`src/rtl/psh_pkg.sv`:
```
package psh_pkg;

  localparam int CHANNELS  = 16;
  localparam int TIME_BITS = 48;
  localparam int CH_W      = 4;

  typedef logic [TIME_BITS-1:0] time_t;
  localparam time_t TIME_MAX = '1;

  localparam logic [9:0]  RUN_MAX   = 10'd1023;
  localparam logic [31:0] COUNT_MAX = 32'hFFFF_FFFF;

  localparam logic [1:0] OP_TICK   = 2'd0;
  localparam logic [1:0] OP_REPLY  = 2'd1;
  localparam logic [1:0] OP_FAIL   = 2'd2;
  localparam logic [1:0] OP_UNUSED = 2'd3;

  localparam logic [1:0] HEALTH_UNKNOWN = 2'd0;
  localparam logic [1:0] HEALTH_GOOD    = 2'd1;
  localparam logic [1:0] HEALTH_BAD     = 2'd2;

  localparam logic KIND_SEND   = 1'b0;
  localparam logic KIND_SAMPLE = 1'b1;

  localparam logic [2:0] REG_INTERVAL  = 3'd0;
  localparam logic [2:0] REG_TIMEOUT   = 3'd1;
  localparam logic [2:0] REG_THRESHOLD = 3'd2;
  localparam logic [2:0] REG_SENS      = 3'd3;
  localparam logic [2:0] REG_SLACK     = 3'd4;
  localparam logic [2:0] REG_ENABLE    = 3'd5;

  typedef struct packed {
    logic [1:0]  opcode;
    logic [47:0] now_us;
    logic [3:0]  channel;
    logic [15:0] reply_seq;
    logic [47:0] reply_sent_us;
  } in_item_t;

  typedef struct packed {
    logic        kind;
    logic [3:0]  out_channel;
    logic [15:0] out_seq;
    logic [1:0]  health;
    logic        health_changed;
    logic        rtt_valid;
    logic [47:0] rtt_us;
    logic [31:0] sent_total;
    logic [31:0] received_total;
    logic        last;
  } out_item_t;

  typedef struct packed {
    logic [31:0] interval;
    logic [25:0] timeout;
    logic [25:0] threshold;
    logic [9:0]  sens;
    logic [19:0] slack;
    logic [15:0] enable;
  } cfg_t;

  typedef struct packed {
    logic        pend;
    logic [15:0] pseq;
    time_t       deadline;
    time_t       nst;
    logic [15:0] seqc;
    logic [1:0]  health;
    logic [9:0]  good_run;
    logic [9:0]  bad_run;
    logic [31:0] samples;
    logic [31:0] replies;
  } entry_t;

  typedef enum logic [1:0] {EV_LOST, EV_SEND, EV_REPLY, EV_FAIL} ev_mode_t;

  // saturating a + b at TIME_MAX
  function automatic time_t sat_add(time_t a, logic [31:0] b);
    logic [TIME_BITS:0] s;
    s = {1'b0, a} + {{(TIME_BITS + 1 - 32){1'b0}}, b};
    return (s >= {1'b0, TIME_MAX}) ? TIME_MAX : s[TIME_BITS-1:0];
  endfunction

endpackage

```
`src/rtl/psh_mem.sv`:
```
module psh_mem (
  input  logic                   clk,
  input  logic                   rst,
  input  logic                   we,
  input  logic [psh_pkg::CH_W-1:0] waddr,
  input  psh_pkg::entry_t        wdata,
  input  logic [psh_pkg::CH_W-1:0] raddr,
  output psh_pkg::entry_t        rdata
);
  import psh_pkg::*;

  entry_t               mem [CHANNELS];
  logic [CHANNELS-1:0]  valid;
  entry_t               rd_q;
  logic                 rd_valid;

  always_ff @(posedge clk) begin
    if (we) begin
      mem[waddr] <= wdata;
    end
    rd_q <= mem[raddr];
  end

  // never-written entries read as the reset value (all zero)
  always_ff @(posedge clk) begin
    if (rst) begin
      valid    <= '0;
      rd_valid <= 1'b0;
    end else begin
      if (we) begin
        valid[waddr] <= 1'b1;
      end
      rd_valid <= valid[raddr];
    end
  end

  assign rdata = rd_valid ? rd_q : '0;

endmodule

```
`config.mk`:
```
export PLATFORM = sky130hd
export DESIGN_NAME = psh_mem
export DESIGN_NICKNAME = d
export VERILOG_FILES = /design/src/rtl/psh_pkg.sv /design/src/rtl/psh_mem.sv
export SDC_FILE = /design/constraint.sdc
export NUM_CORES = 2
export LEC_CHECK = 0
export ABC_AREA = 1
export BUFFER_PORTS_ARGS = -buffer_cell sky130_fd_sc_hd__buf_2
export CAP_MARGIN = 20
export CORE_MARGIN = 2
export CORE_UTILIZATION = 35
export DETAILED_ROUTE_END_ITERATION = 10
export PLACE_DENSITY = 0.59
export SYNTH_ARGS = -nofsm -noshare
export SYNTH_HDL_FRONTEND = slang
export SYNTH_SLANG_ARGS = --single-unit
```
`constraint.sdc`:
```
create_clock -name clk -period 11.9 [get_ports clk]
set_input_delay 2.38 -clock clk [delete_from_list [all_inputs] [get_ports clk]]
set_output_delay 2.38 -clock clk [all_outputs]
set_load 0.02 [all_outputs]
```
==> flow_summary.ini <==
[setup_path]
critPathBufInv = 5
end_kind = output port
reg2reg_depth = 5
crit_chain = buf_4, buf_4, buf_4, nand2_1, inv_1, buf_2
worstSetupPathType = reg2out
worstPathArrival_ns = 3.81
worstSetupStartpointType = flip-flop
cp_top_family = buffers and inverters
max_stage_delay_ns = 0.65
r2r_end = rd_q[76]
cp-startpoint = rd_valid
worstPathRequired_ns = 9.52
slowest_stage = buf_4
crit_top_cell = buf_4
worst-path-max-fanout = 51
reg2reg_slack_ns = 10.67
timing.rr.start = mem[1][76]

[floorplanning]
coreArea_um2 = 403000
die_area_um2 = 411000
initial_core_util = 0.352
die_height_um = 641
ios = 441
rows = 233
fp.dieW_um = 641

[clocking]
cts_sinks = 3672
tritoncts = built
post_cts_buffers = 0
ctsHtreeMaxLevel = 5
clk_pin_slew_worst_paths_ns = 0.06
numCtsBuffers = 383
ctsHoldBuffers = 0
cts.repair.resized = 0
insertion_delay_ns = 0.99
cts-root-buf = clkbuf_16
cts.path.max_buffers = 4

[status]
run_status = finished clean

[sta]
finalCritPeriodShare = 0.521
setup_viol = 0
timing.fmax_mhz = 161
fin_setup_tns_ns = 0
period_minus_slack_ns = 6.19
maxSlewViolCount = 0
finalHoldViolations = 0
rsz0062_at_grt = false
fin_skew_ns = 0.0687
worstMarginPinSlew_ns = 1.14
worst_slew_margin_rel = 0.240

[yosys]
synth.top_cell.area_share = 0.728
async_flop_share = 0
syn-num-nets = 11400
ys_seq_area_frac = 0.760
ys_ff_latch = 3672
synth-edff-count = 3440
synth_cells = 11174
syn_area_per_cell_um2 = 12.7
yosysMostFrequentCell = edfxtp_1
synthTopCellsByArea = edfxtp_1, nand2_1, nor2_1
ys_types = 19
netlist_area_um2 = 142000
yosysTopAreaCell = edfxtp_1
yosys-top-cells-count = edfxtp_1, nand2_1, nor2_1, nand3_1, o21ai_0
synth_ff_type = edfxtp_1
yosys_warnings = 0

[route]
drc = 0
vias = 88442
avgViaCountPerCell = 5.15
wl_mm = 391
wire_per_inst_um = 22.8
ant_nets = 0
dr.pass1.iters = 6
first_iter_violations = 8195

[min_path]
hp-class = reg2reg
worstHoldStart = valid[11]
min_path_cells = 2
whs_endpoint = valid[11]

[grt]
grt_pass1_vias = 83641
grt_pass1_wl_mm = 568
grt_max_degree = 193
antenna_found_initial = 129
overflow = 0
track_usage = 0.185

[final_layout]
area_growth_pct = 14.0
nets = 11627
drive_gt1_frac = 0.0987

[power]
power_density_nw_per_um2 = 172
leakage_nw = 56.5
power.total_w = 0.0278
max-vdd-ir-drop_mv = 0.115

[placement]
port_buffers = 440
dp.final_hpwl_mm = 184
gp_congestion = 0.726

[flow_run]
maxCapViolations = 0
cells in the final DEF, fill, tap and decap left out:
cell type / count
edfxtp_1: 3440
clkbuf_1: 111
buf_4: 108
inv_8: 9
inv_6: 6
clkinv_8: 3
nand2_1: 1944
clkinv_4: 3
o21ai_0: 928
nor3_1: 2
bufinv_16: 17
o211ai_1: 674
o21ai_1: 266
clkinv_2: 68
diode_2: 36
a21oi_1: 163
clkbuf_8: 39
inv_1: 394
buf_8: 3
dfxtp_1: 231
inv_16: 6
clkinv_1: 51
nand3_1: 931
and2_1: 12
clkbuf_16: 389
buf_12: 39
nor2_1: 1424
dfxtp_4: 1
nor2_4: 14
clkinvlp_4: 7
clkinv_16: 9
buf_2: 436
state kept, by name, summed over array words and instances (netlist names):
signal,cells
rd_valid,1
mem,3440
valid,16
rd_q,215
layout make-up:
| cell class | count | area, µm² |
|---|---|---|
| sequential | 3672 | 108000 |
| inverter | 400 | 1550 |
| clock inverter | 173 | 1650 |
| timing repair buffer | 586 | 3820 |
| tap | 5405 | 6760 |
| multi-input combinational | 6358 | 29400 |
| fill | 37513 | 241000 |
| clock buffer | 539 | 10700 |
| antenna | 36 | 90.1 |
worst min-delay path: stages (launching register included):
cell and delay, ns:
dfxtp_1 0.30, inv_1 0.06, a21oi_1 0.06
worst max-delay path by stage:
| stage | to | slack, ns | cells past startpoint |
|---|---|---|---|
| 6_report | rdata[82] | 5.71 | 6 |
| 5_1_grt | rdata[112] | 5.45 | 6 |
| 4_1_cts | rdata[82] | 5.53 | 6 |
| 3_5_place_dp | rd_q[116] | 5.61 | 10 |
| 3_3_place_gp | rd_q[118] | 5.59 | 10 |
| 2_1_floorplan | mem[10][0] | -0.59 | 4 |
layer usage:
metal / track usage / share of wire
met5: 0 / 0.0011
met4: 0.0585 / 0.033
met3: 0.0322 / 0.069
met2: 0.304 / 0.47
met1: 0.249 / 0.42
cells by family after synthesis:
family | share of synthesized area
and+or+nand+nor | 0.123
DFF | 0.760
buffers and inverters | 0.0335
AOI/OAI and AO/OA | 0.0835
power breakdown:
group | switching [W] | internal [W] | total (W)
Clock | 0.00504 | 0.00667 | 0.0117
Sequential | 0.000122 | 0.0145 | 0.0146
Combinational | 0.00113 | 0.000387 | 0.00151
metrics by stage:
stage,util,std cells,worst slack [ns],instance area [µm²],hold slack (ns)
final,0.402,17169,5.71,162000,0.457
after global routing,0.401,17146,5.45,162000,0.484
after CTS,0.401,17132,5.53,162000,0.460
after detailed placement,0.371,16420,5.61,149000,0.451
after global placement,0.371,16420,5.59,149000,0.445
after floorplan,-,11174,-0.594,142000,0.431
Power figures use the tool's default switching activity.
